File: src/rtl/srtns_pkg.sv
// shared types and constants for the sorted rate table with nearest search
// no dependencies; imported by srtns_cmp and the top module
`timescale 1ns / 1ps

package srtns_pkg;

  localparam int TABLE_DEPTH = 16;
  localparam int RATE_BITS   = 24;

  localparam int IDX_W = $clog2(TABLE_DEPTH);
  localparam int CNT_W = $clog2(TABLE_DEPTH + 1);

  // fixed field widths of the channels
  localparam int RATE_FLD_W   = 24;
  localparam int MCLK_W       = 32;
  localparam int PREDIV_W     = 8;
  localparam int PIN_W        = 8;
  localparam int CFG_W        = 5;
  localparam int FOUND_W      = 4;
  localparam int TOTAL_W      = 5;

  localparam int IN_DATA_W    = 96;
  localparam int IN_USER_W    = 1;
  localparam int OUT_DATA_W   = 16;
  localparam int OUT_USED_W   = FOUND_W + 2 + TOTAL_W;

  localparam int LIM_W = (CNT_W > CFG_W) ? CNT_W : CFG_W;

  localparam logic [CFG_W-1:0] MAX_ENTRIES_RST = CFG_W'(16);

  localparam logic MODE_INSERT = 1'b0;
  localparam logic MODE_SEARCH = 1'b1;

  typedef struct packed {
    logic [RATE_BITS-1:0] rate;
    logic [MCLK_W-1:0]    mclk;
    logic [PREDIV_W-1:0]  prediv;
    logic [PIN_W-1:0]     pin;
  } entry_t;

  localparam int ENTRY_W = $bits(entry_t);

  typedef enum logic {
    OP_GT,     // key > a
    OP_MID_GE  // key >= floor((a + b) / 2)
  } cmp_op_t;

  typedef struct packed {
    cmp_op_t              op;
    logic [RATE_BITS-1:0] key;
    logic [RATE_BITS-1:0] a;
    logic [RATE_BITS-1:0] b;
  } cmp_req_t;

  typedef enum logic [2:0] {
    S_IDLE,
    S_INS_RD,
    S_INS_CMP,
    S_SRCH_RD,
    S_SRCH_CMP,
    S_PUSH
  } state_t;

endpackage

File: src/rtl/srtns_ram.sv
// generic single write port, single read port ram with registered read data
// no dependencies
`timescale 1ns / 1ps

module srtns_ram #(
  parameter int WIDTH = 8,
  parameter int DEPTH = 16
) (
  input  logic                     clk,
  input  logic                     we,
  input  logic [$clog2(DEPTH)-1:0] waddr,
  input  logic [WIDTH-1:0]         wdata,
  input  logic [$clog2(DEPTH)-1:0] raddr,
  output logic [WIDTH-1:0]         rdata
);

  logic [WIDTH-1:0] mem [DEPTH];
  logic [WIDTH-1:0] rdata_r;

  always_ff @(posedge clk) begin
    if (we) begin
      mem[waddr] <= wdata;
    end
    rdata_r <= mem[raddr];
  end

  assign rdata = rdata_r;

endmodule

File: src/rtl/srtns_cmp.sv
// shared rate compare unit: greater-than for inserts, midpoint compare for searches
// depends on srtns_pkg
`timescale 1ns / 1ps

module srtns_cmp (
  input  srtns_pkg::cmp_req_t req,
  output logic                hit
);
  import srtns_pkg::*;

  logic [RATE_BITS:0]   sum;
  logic [RATE_BITS-1:0] mid;

  // sum carries one extra bit so the midpoint never overflows
  assign sum = {1'b0, req.a} + {1'b0, req.b};
  assign mid = sum[RATE_BITS:1];

  always_comb begin
    case (req.op)
      OP_GT:     hit = (req.key > req.a);
      OP_MID_GE: hit = (req.key >= mid);
      default:   hit = 1'b0;
    endcase
  end

endmodule

File: src/rtl/sorted_rate_table_nearest_search.sv
// Sorted rate table with nearest-rate search.
// Input channel (in_*): one transfer per item; in_tuser selects insert (0) or search (1).
// Result channel (out_*): exactly one result transfer per input item, in order.
// Config: cfg_wr_en with cfg_wr_data writes max_entries (reset 16); write only while idle.
// Entries live in one ram, sorted highest rate first; one compare unit is reused
// every cycle by a small sequencer that walks the table one entry per cycle.
// Insert: the entry above the hole is read and compared, and each entry of lower rate
// is shifted down one place before the new entry is written; into an empty table it is
// written at once, and a dropped insert goes straight to the result push.
// Search: one ram read and one compare per entry, straight to the result push
// when the table holds zero or one entry. The sequencer returns to idle as the output
// register is loaded, and the next item can be taken the cycle after.
// in_tready is high only while the sequencer is idle; one item is worked on at
// a time. A finished result sits in the output register, and the next item is
// taken while it waits; a stalled receiver holds the following result in the
// sequencer until the register frees.
// Reset clears the entry count (table empty), the output valid and sets
// max_entries to 16; ram contents are not cleared and are never read before written.
`timescale 1ns / 1ps

module sorted_rate_table_nearest_search (
  input  logic                                 clk,
  input  logic                                 rst_n,
  input  logic                                 in_tvalid,
  output logic                                 in_tready,
  // rate[23:0], master_clock[55:24], predivisor[63:56], pin_code[71:64],
  // desired_rate[95:72]
  input  logic [srtns_pkg::IN_DATA_W-1:0]      in_tdata,
  // mode[0]
  input  logic [srtns_pkg::IN_USER_W-1:0]      in_tuser,
  output logic                                 out_tvalid,
  input  logic                                 out_tready,
  // found_index[3:0], dropped[4], table_empty[5], entry_total[10:6], zero fill
  output logic [srtns_pkg::OUT_DATA_W-1:0]     out_tdata,
  input  logic                                 cfg_wr_en,
  input  logic [srtns_pkg::CFG_W-1:0]          cfg_wr_data
);
  import srtns_pkg::*;

  state_t state_r, state_nxt;

  logic [CFG_W-1:0]     max_entries_r;
  logic [CNT_W-1:0]     cnt_r, cnt_nxt;
  logic [CNT_W-1:0]     k_r, k_nxt;
  logic [RATE_BITS-1:0] key_r, key_nxt;
  logic [RATE_BITS-1:0] prev_r, prev_nxt;
  entry_t               new_r, new_nxt;
  logic [FOUND_W-1:0]   found_r, found_nxt;
  logic                 dropped_r, dropped_nxt;
  logic                 empty_r, empty_nxt;

  logic                 out_valid_r, out_valid_nxt;
  logic [FOUND_W-1:0]   out_found_r, out_found_nxt;
  logic                 out_dropped_r, out_dropped_nxt;
  logic                 out_empty_r, out_empty_nxt;
  logic [TOTAL_W-1:0]   out_total_r, out_total_nxt;

  logic                 ram_we;
  logic [IDX_W-1:0]     ram_waddr;
  entry_t               ram_wdata;
  logic [IDX_W-1:0]     ram_raddr;
  logic [ENTRY_W-1:0]   ram_rdata;
  entry_t               rd_entry;

  cmp_req_t             cmp_req;
  logic                 cmp_hit;

  logic                 in_xfer;
  logic                 full;
  logic [CNT_W-1:0]     k_dec;
  logic [CNT_W-1:0]     k_inc;
  logic [CNT_W-1:0]     k_dec2;
  logic                 out_free;

  srtns_ram #(
    .WIDTH (ENTRY_W),
    .DEPTH (TABLE_DEPTH)
  ) u_ram (
    .clk   (clk),
    .we    (ram_we),
    .waddr (ram_waddr),
    .wdata (ram_wdata),
    .raddr (ram_raddr),
    .rdata (ram_rdata)
  );

  srtns_cmp u_cmp (
    .req (cmp_req),
    .hit (cmp_hit)
  );

  assign rd_entry  = entry_t'(ram_rdata);
  assign in_tready = (state_r == S_IDLE);
  assign in_xfer   = in_tvalid && in_tready;
  assign out_free  = !out_valid_r || out_tready;

  assign k_dec  = k_r - CNT_W'(1);
  assign k_inc  = k_r + CNT_W'(1);
  assign k_dec2 = k_r - CNT_W'(2);

  assign full = (LIM_W'(cnt_r) >= LIM_W'(max_entries_r)) ||
                (LIM_W'(cnt_r) >= LIM_W'(TABLE_DEPTH));

  always_ff @(posedge clk) begin
    if (!rst_n) begin
      state_r       <= S_IDLE;
      cnt_r         <= '0;
      max_entries_r <= MAX_ENTRIES_RST;
      out_valid_r   <= 1'b0;
    end else begin
      state_r     <= state_nxt;
      cnt_r       <= cnt_nxt;
      out_valid_r <= out_valid_nxt;
      if (cfg_wr_en) begin
        max_entries_r <= cfg_wr_data;
      end
    end
  end

  always_ff @(posedge clk) begin
    k_r           <= k_nxt;
    key_r         <= key_nxt;
    prev_r        <= prev_nxt;
    new_r         <= new_nxt;
    found_r       <= found_nxt;
    dropped_r     <= dropped_nxt;
    empty_r       <= empty_nxt;
    out_found_r   <= out_found_nxt;
    out_dropped_r <= out_dropped_nxt;
    out_empty_r   <= out_empty_nxt;
    out_total_r   <= out_total_nxt;
  end

  always_comb begin
    state_nxt       = state_r;
    cnt_nxt         = cnt_r;
    k_nxt           = k_r;
    key_nxt         = key_r;
    prev_nxt        = prev_r;
    new_nxt         = new_r;
    found_nxt       = found_r;
    dropped_nxt     = dropped_r;
    empty_nxt       = empty_r;
    out_valid_nxt   = out_valid_r && !out_tready;
    out_found_nxt   = out_found_r;
    out_dropped_nxt = out_dropped_r;
    out_empty_nxt   = out_empty_r;
    out_total_nxt   = out_total_r;
    ram_we          = 1'b0;
    ram_waddr       = k_r[IDX_W-1:0];
    ram_wdata       = new_r;
    ram_raddr       = k_r[IDX_W-1:0];
    cmp_req.op      = OP_GT;
    cmp_req.key     = key_r;
    cmp_req.a       = rd_entry.rate;
    cmp_req.b       = rd_entry.rate;

    case (state_r)
      S_IDLE: begin
        if (in_xfer) begin
          new_nxt.rate   = RATE_BITS'(in_tdata[23:0]);
          new_nxt.mclk   = in_tdata[55:24];
          new_nxt.prediv = in_tdata[63:56];
          new_nxt.pin    = in_tdata[71:64];
          found_nxt      = '0;
          dropped_nxt    = 1'b0;
          empty_nxt      = 1'b0;
          k_nxt          = '0;
          if (in_tuser[0] == MODE_INSERT) begin
            key_nxt = RATE_BITS'(in_tdata[23:0]);
            if (full) begin
              dropped_nxt = 1'b1;
              state_nxt   = S_PUSH;
            end else begin
              k_nxt     = cnt_r;
              state_nxt = S_INS_RD;
            end
          end else begin
            key_nxt = RATE_BITS'(in_tdata[95:72]);
            if (cnt_r == '0) begin
              empty_nxt = 1'b1;
              state_nxt = S_PUSH;
            end else if (cnt_r == CNT_W'(1)) begin
              state_nxt = S_PUSH;
            end else begin
              state_nxt = S_SRCH_RD;
            end
          end
        end
      end

      // k_r is the hole position; the entry above it is checked next
      S_INS_RD: begin
        if (k_r == '0) begin
          ram_we    = 1'b1;
          cnt_nxt   = cnt_r + CNT_W'(1);
          state_nxt = S_PUSH;
        end else begin
          ram_raddr = k_dec[IDX_W-1:0];
          state_nxt = S_INS_CMP;
        end
      end

      S_INS_CMP: begin
        cmp_req.op = OP_GT;
        if (cmp_hit) begin
          // shift the lower-rate entry down into the hole
          ram_we    = 1'b1;
          ram_wdata = rd_entry;
          k_nxt     = k_dec;
          if (k_dec == '0) begin
            state_nxt = S_INS_RD;
          end else begin
            ram_raddr = k_dec2[IDX_W-1:0];
          end
        end else begin
          ram_we    = 1'b1;
          cnt_nxt   = cnt_r + CNT_W'(1);
          state_nxt = S_PUSH;
        end
      end

      S_SRCH_RD: begin
        state_nxt = S_SRCH_CMP;
      end

      // ram data holds entry k_r, prev_r holds entry k_r - 1 when k_r is above zero
      S_SRCH_CMP: begin
        cmp_req.op = OP_MID_GE;
        cmp_req.a  = prev_r;
        cmp_req.b  = rd_entry.rate;
        if (k_r == '0) begin
          prev_nxt  = rd_entry.rate;
          k_nxt     = k_inc;
          ram_raddr = k_inc[IDX_W-1:0];
        end else if (cmp_hit) begin
          found_nxt = FOUND_W'(k_dec);
          state_nxt = S_PUSH;
        end else if (k_r == cnt_r - CNT_W'(1)) begin
          found_nxt = FOUND_W'(k_r);
          state_nxt = S_PUSH;
        end else begin
          prev_nxt  = rd_entry.rate;
          k_nxt     = k_inc;
          ram_raddr = k_inc[IDX_W-1:0];
        end
      end

      S_PUSH: begin
        if (out_free) begin
          out_valid_nxt   = 1'b1;
          out_found_nxt   = found_r;
          out_dropped_nxt = dropped_r;
          out_empty_nxt   = empty_r;
          out_total_nxt   = TOTAL_W'(cnt_r);
          state_nxt       = S_IDLE;
        end
      end

      default: begin
        state_nxt = S_IDLE;
      end
    endcase
  end

  assign out_tvalid = out_valid_r;
  assign out_tdata  = {{(OUT_DATA_W - OUT_USED_W){1'b0}},
                       out_total_r, out_empty_r, out_dropped_r, out_found_r};

`ifndef NO_ASSERTIONS
  // the entry count never passes the table depth
  a_cnt_bound: assert property (@(posedge clk) disable iff (!rst_n)
    LIM_W'(cnt_r) <= LIM_W'(TABLE_DEPTH))
    else $error("entry count above table depth");

  // the count only ever grows by one entry per insert
  a_cnt_step: assert property (@(posedge clk) disable iff (!rst_n)
    ($past(rst_n) && (cnt_r != $past(cnt_r))) |-> (cnt_r == $past(cnt_r) + CNT_W'(1)))
    else $error("entry count changed by other than one");

  // a result is never both a dropped insert and an empty search
  a_flags_excl: assert property (@(posedge clk) disable iff (!rst_n)
    out_valid_r |-> !(out_dropped_r && out_empty_r))
    else $error("dropped and table_empty both set");

  // the table is written only while an insert is being placed
  a_write_state: assert property (@(posedge clk) disable iff (!rst_n)
    ram_we |-> ((state_r == S_INS_RD) || (state_r == S_INS_CMP)))
    else $error("table written outside an insert");
`endif

endmodule
File: config.mk
export PLATFORM = sky130hd
export DESIGN_NAME = sorted_rate_table_nearest_search
export DESIGN_NICKNAME = d
export VERILOG_FILES = /design/src/rtl/srtns_pkg.sv /design/src/rtl/srtns_ram.sv /design/src/rtl/srtns_cmp.sv /design/src/rtl/sorted_rate_table_nearest_search.sv
export SDC_FILE = /design/constraint.sdc
export NUM_CORES = 1
export LEC_CHECK = 0
export ABC_AREA = 1
export BUFFER_PORTS_ARGS = -buffer_cell sky130_fd_sc_hd__clkbuf_2
export CORE_MARGIN = 5
export CORE_UTILIZATION = 39
export CTS_CLUSTER_DIAMETER = 120
export DETAILED_ROUTE_END_ITERATION = 16
export GPL_TIMING_DRIVEN = 0
export PLACE_DENSITY_LB_ADDON = 0.12
export SETUP_SLACK_MARGIN = 0.3
export SLEW_MARGIN = 40
export SYNTH_ARGS = -nofsm -noshare
export SYNTH_HDL_FRONTEND = slang
export SYNTH_HIERARCHICAL = 1
export SYNTH_SLANG_ARGS = --single-unit
File: constraint.sdc
create_clock -name clk -period 5.4 [get_ports clk]
set_input_delay 0.81 -clock clk [delete_from_list [all_inputs] [get_ports clk]]
set_output_delay 0.81 -clock clk [all_outputs]
set_load 0.1 [all_outputs]
# --- Yosys cells after proc, flatten, opt, wreduce, memory -nomap -nowiden ---
# Memories as Yosys holds them, arrays and structs flattened. A register that Yosys moved wholly into a read port is not among the register bits.
# Index checks and enable logic that the tools add are counted.
totals:
  register_bits: 156
  latch_bits: 0
  ram_bits: 1152
  romBits: 0
  inputBits: 107
  out_inout_bits: 18
  word_cells: 122
  memories: 1
memory_table:
  columns: ["name", "depth", "width", "rd", "rd_clocked_by_memory_dff", "write_ports", "line", "text"]
  rows:
  - ["u_ram.mem", 16, 72, 1, 1, 1, "srtns_ram.sv:17", "logic [WIDTH-1:0] mem [DEPTH];"]
classes:
  add_sub_neg: 6
  n_mul: 0
  div: 0
  n_lt_le_gt_ge: 4
  eq_ne: 19
  n_shift: 0
  n_mux: 53
  bitwise_logic: 1
  n_reduce_logical: 20
ops:
  columns: ["cell", "count"]
  rows:
  - ["two-way mux 72 bit", 2]
  - ["two-way mux 24 bit", 4]
  - ["two-way mux 48 bit", 1]
  - ["two-way mux 5 bit", 9]
  - ["two-way mux 4 bit", 10]
  - ["two-way mux 3 bit", 12]
  - ["adder 24 x 24 -> 25 bit", 1]
  - ["greater-or-equal comparator 24 bit", 1]
  - ["> comparator 24 bit", 1]
  - ["one-hot mux 3 bit (6 select lines)", 1]
  - ["logical NOT 5 bit", 3]
  - ["one-hot mux 5 bit (3 select lines)", 1]
  - ["!= test 2 bit (second input constant)", 6]
  - ["!= test 3 bit (second input constant)", 4]
  - ["one-hot mux 4 bit (3 select lines)", 1]
  - ["adder 5 x 1 -> 5 bit (second input constant)", 2]
  - ["one-hot mux 5 bit (2 select lines)", 1]
  - ["AND reduction 5 bit", 2]
  - ["subtractor 5 x 1 -> 5 bit (second input constant)", 2]
  - ["two-way mux 1 bit", 8]
  - ["one-hot mux 4 bit (2 select lines)", 1]
  - ["equality test 3 x 2 -> 1 bit (second input constant)", 2]
  - ["equality test 3 bit (second input constant)", 2]
  - ["AND reduction 3 bit", 2]
  - ["17 further kinds", 24]

# --- Depth between registers and ports, before layout ---
depth:
  depth_word: 8
  depth_mapped: 47
  ltp_nobuf: 42

# --- Modules after synthesis ---
# Netlist, hierarchy kept.
modules_own_cells:
  columns: ["mod", "n_inst", "cells_each", "area_per_inst_um2"]
  rows:
  - ["srtns_ram", 1, 4731, 50772.4]
  - ["sorted_rate_table_nearest_search", 1, 809, 7518.5]
  - ["srtns_cmp", 1, 498, 2837.7]

# --- Least setup slack after synthesis ---
# Ideal clock, no wire load.
synth_timing:
  path_kind: "input -> register"
  from: "input port in_tvalid"
  to: "register dropped_r (enable)"
  arrival_time_ns: 4.905
  required_ns: 4.844
  slack_ns: -0.061
  cell_stages: 2
  path_buffers: 0
  path_cell_list: "inv_1 -> nor2_1"
synth_via:
  elab_chain_cells: 2
synth_rtl:
  columns: ["item", "line", "text"]
  rows:
  - ["start, declared", "sorted_rate_table_nearest_search.sv:24", "input logic in_tvalid,"]
  - ["logical AND 1 bit", "sorted_rate_table_nearest_search.sv:94", "assign in_xfer = in_tvalid && in_tready;"]
  - ["AND reduction 2 bit (no line)", null, null]
  - ["end signal, assigned", "sorted_rate_table_nearest_search.sv:126", "dropped_r <= dropped_nxt;"]
  - ["end, declared", "sorted_rate_table_nearest_search.sv:49", "logic dropped_r, dropped_nxt;"]
# No other way between the ends.
# A chain may end at the register's enable or synchronous reset.

==> key figures <==
Outcome
  • Outcome: finished clean

Global route
  • Total Routing Usage GR: 0.2021
  • Vias in the first global route: 18270
  • First-pass GRT wire length: 109.7 mm
  • Largest net degree at the start of global routing: 26
  • Grt ovf: 0
  • Antenna violations before repair: 0

Synth
  • Synthesized cell area: 0.02564 mm²
  • Ys Warns: 6
  • Synthesized area per cell: 9.315 µm²
  • Number of instances in the synthesized netlist: 2752

Critical path
  • Data required time of the worst path: 5.91 ns
  • Reg-to-reg slack, setup: 0.43 ns
  • Cell count of the worst reg-to-reg path: 39
  • Setup crit start kind: flop
  • Reg-to-Reg Start: state_r[1]$_SDFFE_PN0P_
  • Critical path peak fanout: 10
  • Slowest CP cell: sky130_fd_sc_hd__dfxtp_4
  • Critical path type: flop to flop
  • Worst stage delay on the critical path: 0.35 ns
  • End of the worst register-to-register path: u_ram/rdata[58]$_DFF_P_
  • Crit path DAT: 5.48 ns
  • Most Frequent Cell on Critical Path: sky130_fd_sc_hd__nand2_2
  • Crit end category: flop

Final layout
  • Design area: 0.03299 mm²
  • Proportion of layout cells with a drive suffix above 1: 0.2843
  • Footprint of the flip-flops and latches: 0.01513 mm²
  • Count of non-filler cells in the finished layout: 3886
  • Footprint of the multi-input gates: 0.01012 mm²
  • Fill cell count: 5958
  • Area Overhead vs Synth: 28.67%
  • Count of nets after finishing: 3169
  • Util after Layout: 0.5035

Detailed routing
  • Number of search-and-repair iterations in the first detailed-routing pass: 5
  • Number of nets with antenna violations after routing: 0
  • Via-to-Cell Ratio: 4.875
  • Iteration-0 DRC Markers: 1235
  • Wirelength per Cell: 19.19 µm
  • Via count: 18940
  • WL final: 74.56 mm
  • DRC violations left: 0

Floorplanning
  • Area inside the core boundary: 0.06551 mm²
  • Std-Cell Rows: 94
  • DIE AREA: 0.07096 mm²
  • Die width: 266.4 µm
  • Vert. Die Dim: 266.4 µm
  • Initial standard-cell utilization of the core: 0.3913
  • Boundary pin count: 125

STA
  • Final slew viol count: 0
  • Worst setup slack after layout: 0.4317 ns
  • Sum of negative setup slack: 0 ns
  • Min Clock Period, post-route: 4.968 ns
  • Worst-margin pin slew: 0.8107 ns
  • Final setup skew: 0.01871 ns
  • RSZ-0062 raised after global routing: true
  • Total count of hold-check failures in the final report: 0
  • Peak clock frequency supported by timing: 201.3 MHz
  • Worst slew margin relative to its limit: 0.4595
  • Setup violations, final: 0
  • Final period utilization: 0.9201

Clock network
  • Skew-Pair Late Insertion Delay: 0.63 ns
  • Number of levels in the clock H-tree: 2
  • CTS root buf: sky130_fd_sc_hd__clkbuf_16
  • CTS tree: yes
  • Sinks on the clock net: 516
  • Post-CTS clock slew at the launch and capture registers of the worst setup and hold paths: 0.06 ns
  • Post-CTS Hold Fix Bufs: 0
  • Number of buffers on the longest clock path: 3
  • Number of buffers created by CTS: 56

Placed design
  • Placed wire-length estimate: 53.68 mm
  • Post-Place Cell Area: 0.02780 mm²
  • Number of placed instances with taps included: 3715
  • Input/output buffers: 70
  • GPL Wtd Cong: 0.8723
  • Setup WS pre-CTS: -1.608 ns

Pwr
  • Leak Pwr: 0.01442 µW
  • Worst voltage drop across the vdd grid: 0.0003342 V
  • Ratio of total power to cell area: 808.8 mW/mm²

Hold path
  • Worst min-delay path endpoint: new_r[58]$_DFFE_PP_
  • Critical hold path startpoint: in_tdata[10]
  • Worst Hold Depth: 1
  • Hold Path Class: primary input to flop

Run
  • Number of maximum-capacitance constraint violations: 0
-- per-stage QoR --
stage,power [µW],hold WS (ns)
2_1_floorplan,13670,0.4003
3_3_place_gp,17590,0.4119
3_5_place_dp,17840,0.4080
4_1_cts,23450,0.3346
5_1_grt,28360,0.3437
6_report,26680,0.3728
-- worst max-delay path by stage --
stage	endpoint	slack, ns	from
4_1_cts	u_ram/rdata[66]$_DFF_P_	0.31	state_r[0]$_SDFFE_PN0P_
2_1_floorplan	u_ram/rdata[53]$_DFF_P_	0.60	state_r[1]$_SDFFE_PN0P_
6_report	u_ram/rdata[58]$_DFF_P_	0.43	state_r[1]$_SDFFE_PN0P_
3_3_place_gp	u_ram/rdata[55]$_DFF_P_	-1.59	state_r[2]$_SDFFE_PN0P_
3_5_place_dp	u_ram/rdata[55]$_DFF_P_	-1.61	state_r[0]$_SDFFE_PN0P_
5_1_grt	u_ram/rdata[66]$_DFF_P_	0.15	state_r[1]$_SDFFE_PN0P_
-- metal layers --
layer / vias to the layer above / GRT usage / share of wire
met5: - / 0 / 0
li1: 9303 / - / -
met4: 0 / 0.05872 / 0.030
met1: 9109 / 0.2727 / 0.44
met2: 405 / 0.3458 / 0.49
met3: 126 / 0.02378 / 0.042
-- report_power, final --
part           total, µW  switching [µW]  internal, µW  leakage [µW]
Clock               3610            1570          2040      0.000824
Sequential          5570             359          5210       0.00466
Combinational      17500           10600          6940       0.00893
-- worst max-delay path: cells and delay by family (launching register included) --
kind	cells	cell delay, ns
adders and majority gates	2	0.49
buffers and inverters	10	1.25
DFF	1	0.35
AOI/OAI and AO/OA	4	0.65
and+or+nand+nor	23	2.06
-- state kept, by name, summed over array words and instances, names as in the netlist --
name and cells:
k_r 5, out_tvalid 1, out_total_r 5, out_found_r 4, found_r 4, u_ram/mem 384, key_r 24, dropped_r 1
empty_r 1, cnt_r 5, state_r 3, max_entries_r 5, prev_r 24, out_empty_r 1, out_dropped_r 1, u_ram/rdata 24
new_r 24
-- layout by cell type (no fill, tap or decap), types with 37 or more instances in the layout --
cell and n:
sky130_fd_sc_hd__nand2_1 771, sky130_fd_sc_hd__buf_6 37, sky130_fd_sc_hd__clkbuf_2 75, sky130_fd_sc_hd__nand3_1 200, sky130_fd_sc_hd__nor2_1 39, sky130_fd_sc_hd__a21oi_1 37
sky130_fd_sc_hd__inv_1 412, sky130_fd_sc_hd__nand3_2 118, sky130_fd_sc_hd__clkbuf_16 67, sky130_fd_sc_hd__buf_4 88, sky130_fd_sc_hd__ha_1 60, sky130_fd_sc_hd__nand2_2 173
sky130_fd_sc_hd__edfxtp_1 478
-- cell type report --
class	instances	share of cell area
antenna	1	0.00007586
buffer	156	0.04711
clock buffer	84	0.04726
clock inverter	19	0.004476
inverter	439	0.05204
multi-input combinational	1645	0.3067
sequential	516	0.4585
tap	864	0.03277
timing repair buffer	162	0.05102
-- repair_timing --
| item | in CTS | in global routing |
|---|---|---|
| hold endpoints to repair | 0 | 0 |
| buffers inserted | 26 | 30 |
| setup endpoints to repair | 432 | 344 |
| pin swaps | 63 | 182 |
| cloned | 3 | 8 |
| gates resized for setup | 272 | 439 |
No activity file was read; power rests on OpenSTA's default activity.
